--- config.mk ---
export PLATFORM = sky130hd
export DESIGN_NAME = matrix_multiply_4x4
export DESIGN_NICKNAME = d
export VERILOG_FILES = /design/src/sv/mm4_pkg.sv /design/src/sv/mm4_cell.sv /design/src/sv/matrix_multiply_4x4.sv
export SDC_FILE = /design/constraint.sdc
export NUM_CORES = 2
export LEC_CHECK = 0
export ABC_CLOCK_PERIOD_IN_PS = 21000
export BUFFER_PORTS_ARGS = -buffer_cell sky130_fd_sc_hd__buf_2
export CORE_MARGIN = 10
export CORE_UTILIZATION = 35
export DETAILED_ROUTE_END_ITERATION = 12
export SLEW_MARGIN = 20
export SYNTH_ARGS = -nofsm -noshare
export SYNTH_HDL_FRONTEND = slang
export SYNTH_SLANG_ARGS = --single-unit
export TNS_END_PERCENT = 30
--- constraint.sdc ---
create_clock -name clk_i -period 21 [get_ports clk_i]
set_input_delay 1.05 -clock clk_i [delete_from_list [all_inputs] [get_ports clk_i]]
set_output_delay 1.05 -clock clk_i [all_outputs]
set_load 0.01 [all_outputs]
--- src/sv/mm4_pkg.sv ---
// shared types and constants for the 4x4 fixed-point matrix multiplier
package mm4_pkg;

  localparam int unsigned ELEM_W = 16;
  localparam int unsigned PROD_W = 2 * ELEM_W;
  localparam int unsigned SUM_W  = 34;
  localparam int unsigned OP_W   = 2;
  localparam int unsigned OUT_IDX_W = 2;

  localparam logic [OP_W-1:0] OP_WRITE_A = 2'd0;
  localparam logic [OP_W-1:0] OP_WRITE_B = 2'd1;
  localparam logic [OP_W-1:0] OP_COMPUTE = 2'd2;

  typedef struct packed {
    logic a_we;
    logic b_we;
  } cell_wr_t;

endpackage

--- src/sv/mm4_cell.sv ---
// one chain cell: holds column k of A and row k of B, adds one product per beat
module mm4_cell import mm4_pkg::*; #(
  parameter int unsigned DIM   = 4,
  parameter int unsigned IDX_W = 2
) (
  input  logic                    clk_i,
  input  logic                    rst_ni,
  input  cell_wr_t                wr_i,
  input  logic [IDX_W-1:0]        wr_addr_i,
  input  logic signed [ELEM_W-1:0] wr_data_i,
  input  logic                    in_valid_i,
  input  logic [IDX_W-1:0]        in_row_i,
  input  logic [IDX_W-1:0]        in_col_i,
  input  logic signed [SUM_W-1:0] in_sum_i,
  output logic                    out_valid_o,
  output logic [IDX_W-1:0]        out_row_o,
  output logic [IDX_W-1:0]        out_col_o,
  output logic signed [SUM_W-1:0] out_sum_o
);

  logic signed [ELEM_W-1:0] a_col_q [DIM];
  logic signed [ELEM_W-1:0] b_row_q [DIM];
  logic signed [PROD_W-1:0] prod;
  logic signed [SUM_W-1:0]  sum_d;
  logic                     valid_q;
  logic [IDX_W-1:0]         row_q, col_q;
  logic signed [SUM_W-1:0]  sum_q;

  always_ff @(posedge clk_i) begin
    if (wr_i.a_we) begin
      a_col_q[wr_addr_i] <= wr_data_i;
    end
    if (wr_i.b_we) begin
      b_row_q[wr_addr_i] <= wr_data_i;
    end
  end

  // A[row][k] * B[k][col], sign extended into the running sum
  assign prod  = a_col_q[in_row_i] * b_row_q[in_col_i];
  assign sum_d = in_sum_i + SUM_W'(prod);

  always_ff @(posedge clk_i or negedge rst_ni) begin
    if (!rst_ni) begin
      valid_q <= 1'b0;
    end else begin
      valid_q <= in_valid_i;
    end
  end

  always_ff @(posedge clk_i) begin
    row_q <= in_row_i;
    col_q <= in_col_i;
    sum_q <= sum_d;
  end

  assign out_valid_o = valid_q;
  assign out_row_o   = row_q;
  assign out_col_o   = col_q;
  assign out_sum_o   = sum_q;

endmodule

--- src/sv/matrix_multiply_4x4.sv ---
// top level: loads A and B element by element, streams out A times B in row-major order
//
// Commands enter on start_i while busy_o is low, one beat per accepted cycle.
// opcode_i selects: write an element of A, write an element of B, or compute.
// A write gives no result; writes with a row or column
// outside the matrix and the unused opcode are dropped.
// A compute issues one product entry per cycle into a chain of DIM cells;
// cell k adds A[i][k]*B[k][j] and hands the partial sum on through its
// registered output; after the issue register and the DIM cells, the DIM*DIM
// entries follow one per cycle, the final one marked by last_entry_o.
// Each result is shown for exactly one cycle with result_valid_o high; the
// receiver cannot stall it. busy_o stays high while the sequencer issues and
// while any beat has yet to enter a cell of the chain, so a compute occupies
// the block through its issue and the drain of the chain.
// product_value_o is the exact Q18.16 sum (wrapping modulo 2^34 only for DIM > 7).
// Reset clears the sequencer and the chain valids; matrix contents are not
// cleared and must be written before they are used.
module matrix_multiply_4x4 import mm4_pkg::*; #(
  parameter int unsigned DIM = 4
) (
  input  logic                     clk_i,
  input  logic                     rst_ni,
  input  logic                     start_i,
  output logic                     busy_o,
  input  logic [OP_W-1:0]          opcode_i,
  input  logic [1:0]               row_index_i,
  input  logic [1:0]               col_index_i,
  input  logic signed [ELEM_W-1:0] element_value_i,
  output logic                     result_valid_o,
  output logic [OUT_IDX_W-1:0]     out_row_o,
  output logic [OUT_IDX_W-1:0]     out_col_o,
  output logic signed [SUM_W-1:0]  product_value_o,
  output logic                     last_entry_o
);

  localparam int unsigned IDX_W = (DIM > 1) ? $clog2(DIM) : 1;
  localparam logic [IDX_W-1:0] IDX_LAST = IDX_W'(DIM - 1);

  logic                    accept;
  logic                    in_range;
  logic [31:0]             row_ext, col_ext;
  logic                    wr_a, wr_b;
  logic [IDX_W-1:0]        wr_addr;

  logic                    issue_q;
  logic [IDX_W-1:0]        row_q, col_q;

  logic [DIM:0]            chain_valid;
  logic [IDX_W-1:0]        chain_row [DIM+1];
  logic [IDX_W-1:0]        chain_col [DIM+1];
  logic signed [SUM_W-1:0] chain_sum [DIM+1];
  cell_wr_t                cell_wr [DIM];

  assign accept   = start_i && !busy_o;
  assign row_ext  = 32'(row_index_i);
  assign col_ext  = 32'(col_index_i);
  assign in_range = (row_ext < DIM) && (col_ext < DIM);
  assign wr_a     = accept && (opcode_i == OP_WRITE_A) && in_range;
  assign wr_b     = accept && (opcode_i == OP_WRITE_B) && in_range;
  // A is stored by column per cell, B by row per cell
  assign wr_addr  = wr_a ? IDX_W'(row_index_i) : IDX_W'(col_index_i);

  // issue sequencer: walks (row, col) over the product in row-major order
  always_ff @(posedge clk_i or negedge rst_ni) begin
    if (!rst_ni) begin
      issue_q <= 1'b0;
      row_q   <= '0;
      col_q   <= '0;
    end else if (issue_q) begin
      if (col_q == IDX_LAST) begin
        col_q <= '0;
        if (row_q == IDX_LAST) begin
          row_q   <= '0;
          issue_q <= 1'b0;
        end else begin
          row_q <= row_q + 1'b1;
        end
      end else begin
        col_q <= col_q + 1'b1;
      end
    end else if (accept && (opcode_i == OP_COMPUTE)) begin
      issue_q <= 1'b1;
      row_q   <= '0;
      col_q   <= '0;
    end
  end

  assign chain_valid[0] = issue_q;
  assign chain_row[0]   = row_q;
  assign chain_col[0]   = col_q;
  assign chain_sum[0]   = '0;

  for (genvar k = 0; k < DIM; k++) begin : g_cell
    assign cell_wr[k].a_we = wr_a && (col_ext == 32'(k));
    assign cell_wr[k].b_we = wr_b && (row_ext == 32'(k));

    mm4_cell #(
      .DIM   (DIM),
      .IDX_W (IDX_W)
    ) u_cell (
      .clk_i       (clk_i),
      .rst_ni      (rst_ni),
      .wr_i        (cell_wr[k]),
      .wr_addr_i   (wr_addr),
      .wr_data_i   (element_value_i),
      .in_valid_i  (chain_valid[k]),
      .in_row_i    (chain_row[k]),
      .in_col_i    (chain_col[k]),
      .in_sum_i    (chain_sum[k]),
      .out_valid_o (chain_valid[k+1]),
      .out_row_o   (chain_row[k+1]),
      .out_col_o   (chain_col[k+1]),
      .out_sum_o   (chain_sum[k+1])
    );
  end

  // stores must stay put while any beat is still inside the chain
  assign busy_o = issue_q || (|chain_valid[DIM-1:1]);

  assign result_valid_o  = chain_valid[DIM];
  assign out_row_o       = OUT_IDX_W'(chain_row[DIM]);
  assign out_col_o       = OUT_IDX_W'(chain_col[DIM]);
  assign product_value_o = chain_sum[DIM];
  assign last_entry_o    = chain_valid[DIM] && (chain_row[DIM] == IDX_LAST) &&
                           (chain_col[DIM] == IDX_LAST);

`ifndef NO_ASSERTIONS
  a_run_contiguous: assert property (@(posedge clk_i) disable iff (!rst_ni)
    result_valid_o && !last_entry_o |=> result_valid_o)
    else $error("product run broke before its last entry");

  a_compute_busy: assert property (@(posedge clk_i) disable iff (!rst_ni)
    start_i && !busy_o && (opcode_i == OP_COMPUTE) |=> busy_o && issue_q)
    else $error("compute accepted but issue did not start");

  a_first_entry: assert property (@(posedge clk_i) disable iff (!rst_ni)
    issue_q && (row_q == '0) && (col_q == '0) |-> !result_valid_o || last_entry_o)
    else $error("new run started while an old run was mid-stream");
`endif

endmodule
; Yosys cells after proc, flatten, opt, wreduce, memory -nomap -nowiden
; Memory sizes are Yosys's and may differ from the RTL's. A register that Yosys moved wholly into a read port is not among the register bits.
; Index checks and enable logic that the tools add are counted.
; Widths: inputs -> output; s select.
[totals]
regBits = 159
ram_bits = 512
elab_cells = 103
mem_count = 8
input_bits = 25
output_inout_bits = 41
[memory_table]
columns = memory, depth, word_bits, rd, rd_clocked_by_memory_dff, wr, line_no
row1 = g_cell[0].u_cell.a_col_q, 4, 16, 1, 0, 1, mm4_cell.sv:21  ; logic signed [ELEM_W-1:0] a_col_q [DIM];
row2 = g_cell[0].u_cell.b_row_q, 4, 16, 1, 0, 1, mm4_cell.sv:22  ; logic signed [ELEM_W-1:0] b_row_q [DIM];
row3 = g_cell[1].u_cell.a_col_q, 4, 16, 1, 1, 1, mm4_cell.sv:21
row4 = g_cell[1].u_cell.b_row_q, 4, 16, 1, 1, 1, mm4_cell.sv:22
row5 = g_cell[2].u_cell.a_col_q, 4, 16, 1, 1, 1, mm4_cell.sv:21
row6 = g_cell[2].u_cell.b_row_q, 4, 16, 1, 1, 1, mm4_cell.sv:22
row7 = 2 more memories, --, --, --, --, --, --
[op_classes]
n_mux = 27
n_reduce_logical = 25
n_lt_le_gt_ge = 2
eq_ne = 13
addsub = 5
multipliers = 4
[op_table]
columns = op, count
row1 = $mul 16x16->32, 4
row2 = $add 34x32->34, 2
row3 = $logic_not 32->1, 2
row4 = $add 32x32->33, 1
row5 = $mux 1, 20
row6 = $eq 2x2->1 const B, 9
row7 = $logic_and 1x1->1, 17
row8 = $mux 2, 7
row9 = $eq 2x1->1 const B, 3
row10 = $lt 2x3->1 const B, 2
row11 = $add 2x1->2 const B, 2
row12 = $reduce_or 3->1, 1
row13 = $logic_not 2->1, 1
row14 = $ne 2x1->1 const B, 1
row15 = $reduce_and 2->1, 1
row16 = $reduce_bool 2->1, 1
row17 = $logic_not 1->1, 1
row18 = $logic_or 1x1->1, 1

; Logic depth before layout (Yosys ltp)
[logic_depth]
word_depth = 9
depth_mapped = 29
depth_no_buf = 26

; By module
; Synthesis repeated with hierarchy kept, for this count alone.
[unflattened]
cells_unflattened = 6042
area_unflattened_um2 = 67445.9
[modules_own_cells]
columns = module, n_inst, area_per_inst_um2, seq_area_each_um2, cells_each
row1 = mm4_cell (g_cell[1].u_cell ...), 2, 16783.6, 4629.4, 1512
row2 = mm4_cell (g_cell[0].u_cell), 1, 16778.6, 4629.4, 1501
row3 = mm4_cell (g_cell[3].u_cell), 1, 16721.0, 4629.4, 1471
row4 = matrix_multiply_4x4, 1, 379.1, 125.1, 46

; Worst setup path before layout
; Ideal clock, no wire load.
[synth_timing]
path_kind = register to register
from = register col_q[0]
to = register, netlist name g_cell[0].u_cell.out_sum_o[31]
slack_ns = 13.527
period_less_slack_ns = 7.473
arrival_ns = 7.387
stages_incl_launch_ff = 27
n_path_buf = 3
setup_time_ns = 0.086
t_required_ns = 20.914
cell_sequence = dfrtp_1 > clkbuf_1 > buf_1 > mux2_2 > o21ai_1 > clkbuf_1 > nor2_1 > fa_1 > inv_1 > fa_1 > fa_1 > inv_1 > fa_1 > fa_1 > inv_1 > fa_1 > inv_1 > ha_1 > a21o_1 > a21o_1 > a21o_1 > a21o_1 > a221oi_1 > a21oi_1 > o31ai_1 > nor2_1 > a211oi_1
[synth_between]
elab_chain_cells = 2
[synth_rtl]
columns = item, line_no
row1 = from (decl), matrix_multiply_4x4.sv:46  ; logic [IDX_W-1:0] row_q, col_q;
row2 = from (signal assigned), matrix_multiply_4x4.sv:79  ; col_q <= col_q + 1'b1;
row3 = $mem_v2 4x16, --
row4 = $mul 16x16->32, mm4_cell.sv:39  ; assign prod = a_col_q[in_row_i] * b_row_q[in_col_i];
row5 = named net g_cell[0].u_cell.prod[31], mm4_cell.sv:23  ; logic signed [PROD_W-1:0] prod;
; The timed path passes the listed nets, and every way through them passes these cells.
; A chain may end at the register's enable or synchronous reset.

==> results.json <==
{
  "status": "finished clean",
  "wl_mm": 164.5,
  "nFillCells": 18357,
  "syn_avg_cell_area_um2": 10.97,
  "die-area_mm2": 0.2059,
  "path_class": "reg -> reg",
  "fin_crit_sh_pct": 38.99,
  "dp_cells": 8430,
  "cts.clk_slew.worst_paths_ps": 60,
  "die_h_um": 453.7,
  "drc_errors": 0,
  "worst-endpoint-required_ps": 21500,
  "port_buffers": 65,
  "synth-edff-count": 512,
  "syn_inst": 6002,
  "place_congestion": 0.8780,
  "cp_data_arrival_time_ps": 8680,
  "die_w_um": 453.7,
  "synth-main-ff-cell": "edfxtp_1",
  "cp.depth": 21,
  "synth.area.top_cells": "fa_1, edfxtp_1, inv_1, ha_1, dfxtp_1",
  "setup_viol": 0,
  "cts_sinks": 670,
  "pin_count": 66,
  "period_needed_ps": 8187,
  "drive_above_1_share_pct": 7.030,
  "crit_slowest_cell": "fa_1",
  "grt_pass1_vias": 45042,
  "tritoncts": "yes",
  "cp_cell_sequence": "buf_4 -> mux2_2 -> o21a_1 -> nand2_1 -> inv_1 -> fa_1 -> inv_1 -> fa_1 -> inv_1 -> fa_1 -> fa_1 -> fa_1 -> inv_1 -> fa_1 -> inv_1 -> ha_1 -> and4_1 -> o21a_1 -> nor4_1 -> nor3_1 -> nor3_1",
  "grt_antenna_before_repair": 6,
  "vias_per_cell": 4.810,
  "fin_worst_skew_ps": 42.93,
  "cts.path.max_buffers": 3,
  "fp.coreArea_mm2": 0.1874,
  "met1_usage_pct": 21.09,
  "synth_top_cell_by_area": "fa_1",
  "max-slew-margin-rel_pct": 25.84,
  "firstDrtPassIters": 6,
  "clock_latency_ps": 670,
  "reg2regPathDepth": 21,
  "synth_top_area_share_pct": 35.61,
  "yosys_warnings": 0,
  "nets": 7594,
  "top_usage_layer": "met2",
  "synth_cell_types": 76,
  "fmax_mhz": 122.1,
  "dp_hpwl_mm": 129.5,
  "track_usage_pct": 16.20,
  "syn_area_mm2": 0.06584,
  "cpLargestDelayFamily": "adder cells",
  "cts_setup_buffers": 0,
  "final_cells": 8559,
  "drt_iter0_drc": 2714,
  "reg2reg_to": "g_cell[1].u_cell.out_sum_o[29]",
  "start_util_pct": 35.13,
  "cp_num_buf_inv": 6,
  "post-route-cell-area_mm2": 0.07143,
  "crit_top_cell": "fa_1",
  "htreeDepth": 3,
  "synth_seq_cells": 670,
  "yosysSeqAreaShare_pct": 28.23,
  "cts-resized-gates": 0,
  "slew_viol_final": 0,
  "rows": 159,
  "grt_max_degree": 50,
  "grtUsageMet3_pct": 2.158,
  "tightest_slew_ps": 1112,
  "via_count": 41173,
  "grt_pass1_wl_mm": 260.1,
  "overflow": 0,
  "hold_viol": 0,
  "placed_cell_area_mm2": 0.06900,
  "ant_nets": 0,
  "area_growth_pct": 8.489,
  "clock-root-buffer": "clkbuf_16",
  "grt_use_met2_pct": 28.23,
  "setup_tns_ps": 0,
  "hp-class": "in -> async",
  "timing.rr.start": "g_cell[0].u_cell.out_row_o[1]",
  "cts_buffers": 71,
  "worst_setup_path_start_kind": "register",
  "wl_per_cell_um": 19.22,
  "endpoint_kind": "register",
  "critical_path.max_stage_delay_ps": 730,
  "critPathMaxFanout": 27,
  "ctsHoldBuffers": 0,
  "rrSetupSlack_ps": 12810,
  "synth.net_count": 7588,
  "maxCapViolCount": 0,
  "synthArstFlopShare_pct": 1.343,
  "rsz0062_at_grt": "no"
}
[cell type report]
class	count	area [um2]	area share [%]
diodes	4	10.01	0.01401
clock buffers	89	1968	2.755
clock inverters	36	434.2	0.6079
inverters	1353	5079	7.110
multi-input cells	3769	41320	57.85
flip-flops and latches	670	18590	26.02
well taps	2495	3122	4.371
repair buffers	143	910.9	1.275
[cells by family after synthesis]
group	Yosys count	synth area share [%]
xor gates and xnor gates	140	1.862
and+or+nand+nor	1413	9.160
AOI/OAI and AO/OA	439	4.341
DFF	670	28.23
adders and majority gates	1561	43.02
muxes	216	4.263
buffers and inverters	1563	9.130
[flip-flops by register name, summed over array words and instances (netlist names)]
register                   flops
g_cell.u_cell.out_col_o        8
g_cell.u_cell.b_row_q        256
g_cell.u_cell.out_sum_o      133
g_cell.u_cell.out_valid_o      4
col_q                          2
issue_q                        1
g_cell.u_cell.out_row_o        8
row_q                          2
g_cell.u_cell.a_col_q        256
[stage by stage]
step                setup slack (ps)  utilization (%)  hold slack [ps]
floorplan                      13530                -            329.0
global placement               12750            36.81            340.0
detailed placement             12930            36.82            352.0
CTS                            12900            38.10            213.4
global route                   12530            38.11            255.6
finish                         12810            38.11            263.6
[cells in the mapped netlist (4+ instances only)]
cell type and number:
o211ai_1 7, buf_1 21, o21ai_1 64, ha_1 390
mux4_2 43, nand2b_1 44, clkbuf_1 150, o21a_1 74
fa_1 1171, xor2_1 27, or2_2 12, a2111oi_0 4
o31ai_1 8, nor2b_1 86, edfxtp_1 512, nor3_1 21
a211oi_1 15, nand4_1 7, nand3b_1 6, buf_4 38
and3_1 5, a21oi_1 86, xnor2_1 113, nor4_1 6
o21ai_0 72, a31oi_1 9, or3_1 6, dfrtp_1 9
a21o_1 42, nand2_1 588, nand3_1 26, inv_1 1353
o21bai_1 16, and2_1 61, nor2_1 529, mux2_2 85
mux2i_1 88, dfxtp_1 149
[how the worst max path moves through the flow]
stage	endpoint	start
6_report	g_cell[1].u_cell.out_sum_o[29]	g_cell[0].u_cell.out_row_o[1]
2_1_floorplan	g_cell[0].u_cell.out_sum_o[31]	col_q[0]
3_3_place_gp	g_cell[2].u_cell.out_sum_o[32]	g_cell[1].u_cell.out_col_o[1]
3_5_place_dp	g_cell[1].u_cell.out_sum_o[29]	g_cell[0].u_cell.out_row_o[1]
5_1_grt	g_cell[1].u_cell.out_sum_o[29]	g_cell[0].u_cell.out_row_o[1]
4_1_cts	g_cell[1].u_cell.out_sum_o[29]	g_cell[0].u_cell.out_row_o[1]
[layer usage]
layer  wire, um  part of all wire, %  vias up
li1           -                    -    18489
met3       9235                  5.6      262
met4       4767                  2.9        4
met2      81270                   49     1062
met1      69190                   42    21356
met5         28                0.017        -
[cell usage in the layout (no fill, tap or decap), drive strengths merged, types with 5 or more instances in the layout]
cell        n
xor2       27
dfxtp     149
inv      1358
mux2i      88
nor2      529
o21bai     16
a21o       42
fa       1171
nor3       22
a211oi     17
nand3      26
o31ai       9
o211ai      9
a2111oi     6
o21a       74
or3         6
a21oi      86
nand2     588
clkinv     21
dfrtp       9
edfxtp    512
bufinv      8
and3        5
nor2b      86
mux2       85
buf       143
or2        12
nand2b     44
a31oi      10
nor4        6
and2       61
xnor2     113
mux4       43
o21ai     136
nand4       7
clkbuf     89
ha        390
nand3b      6
Power is not shown: default switching activity piles up to over one toggle a cycle in this logic, so the estimate is an artifact.
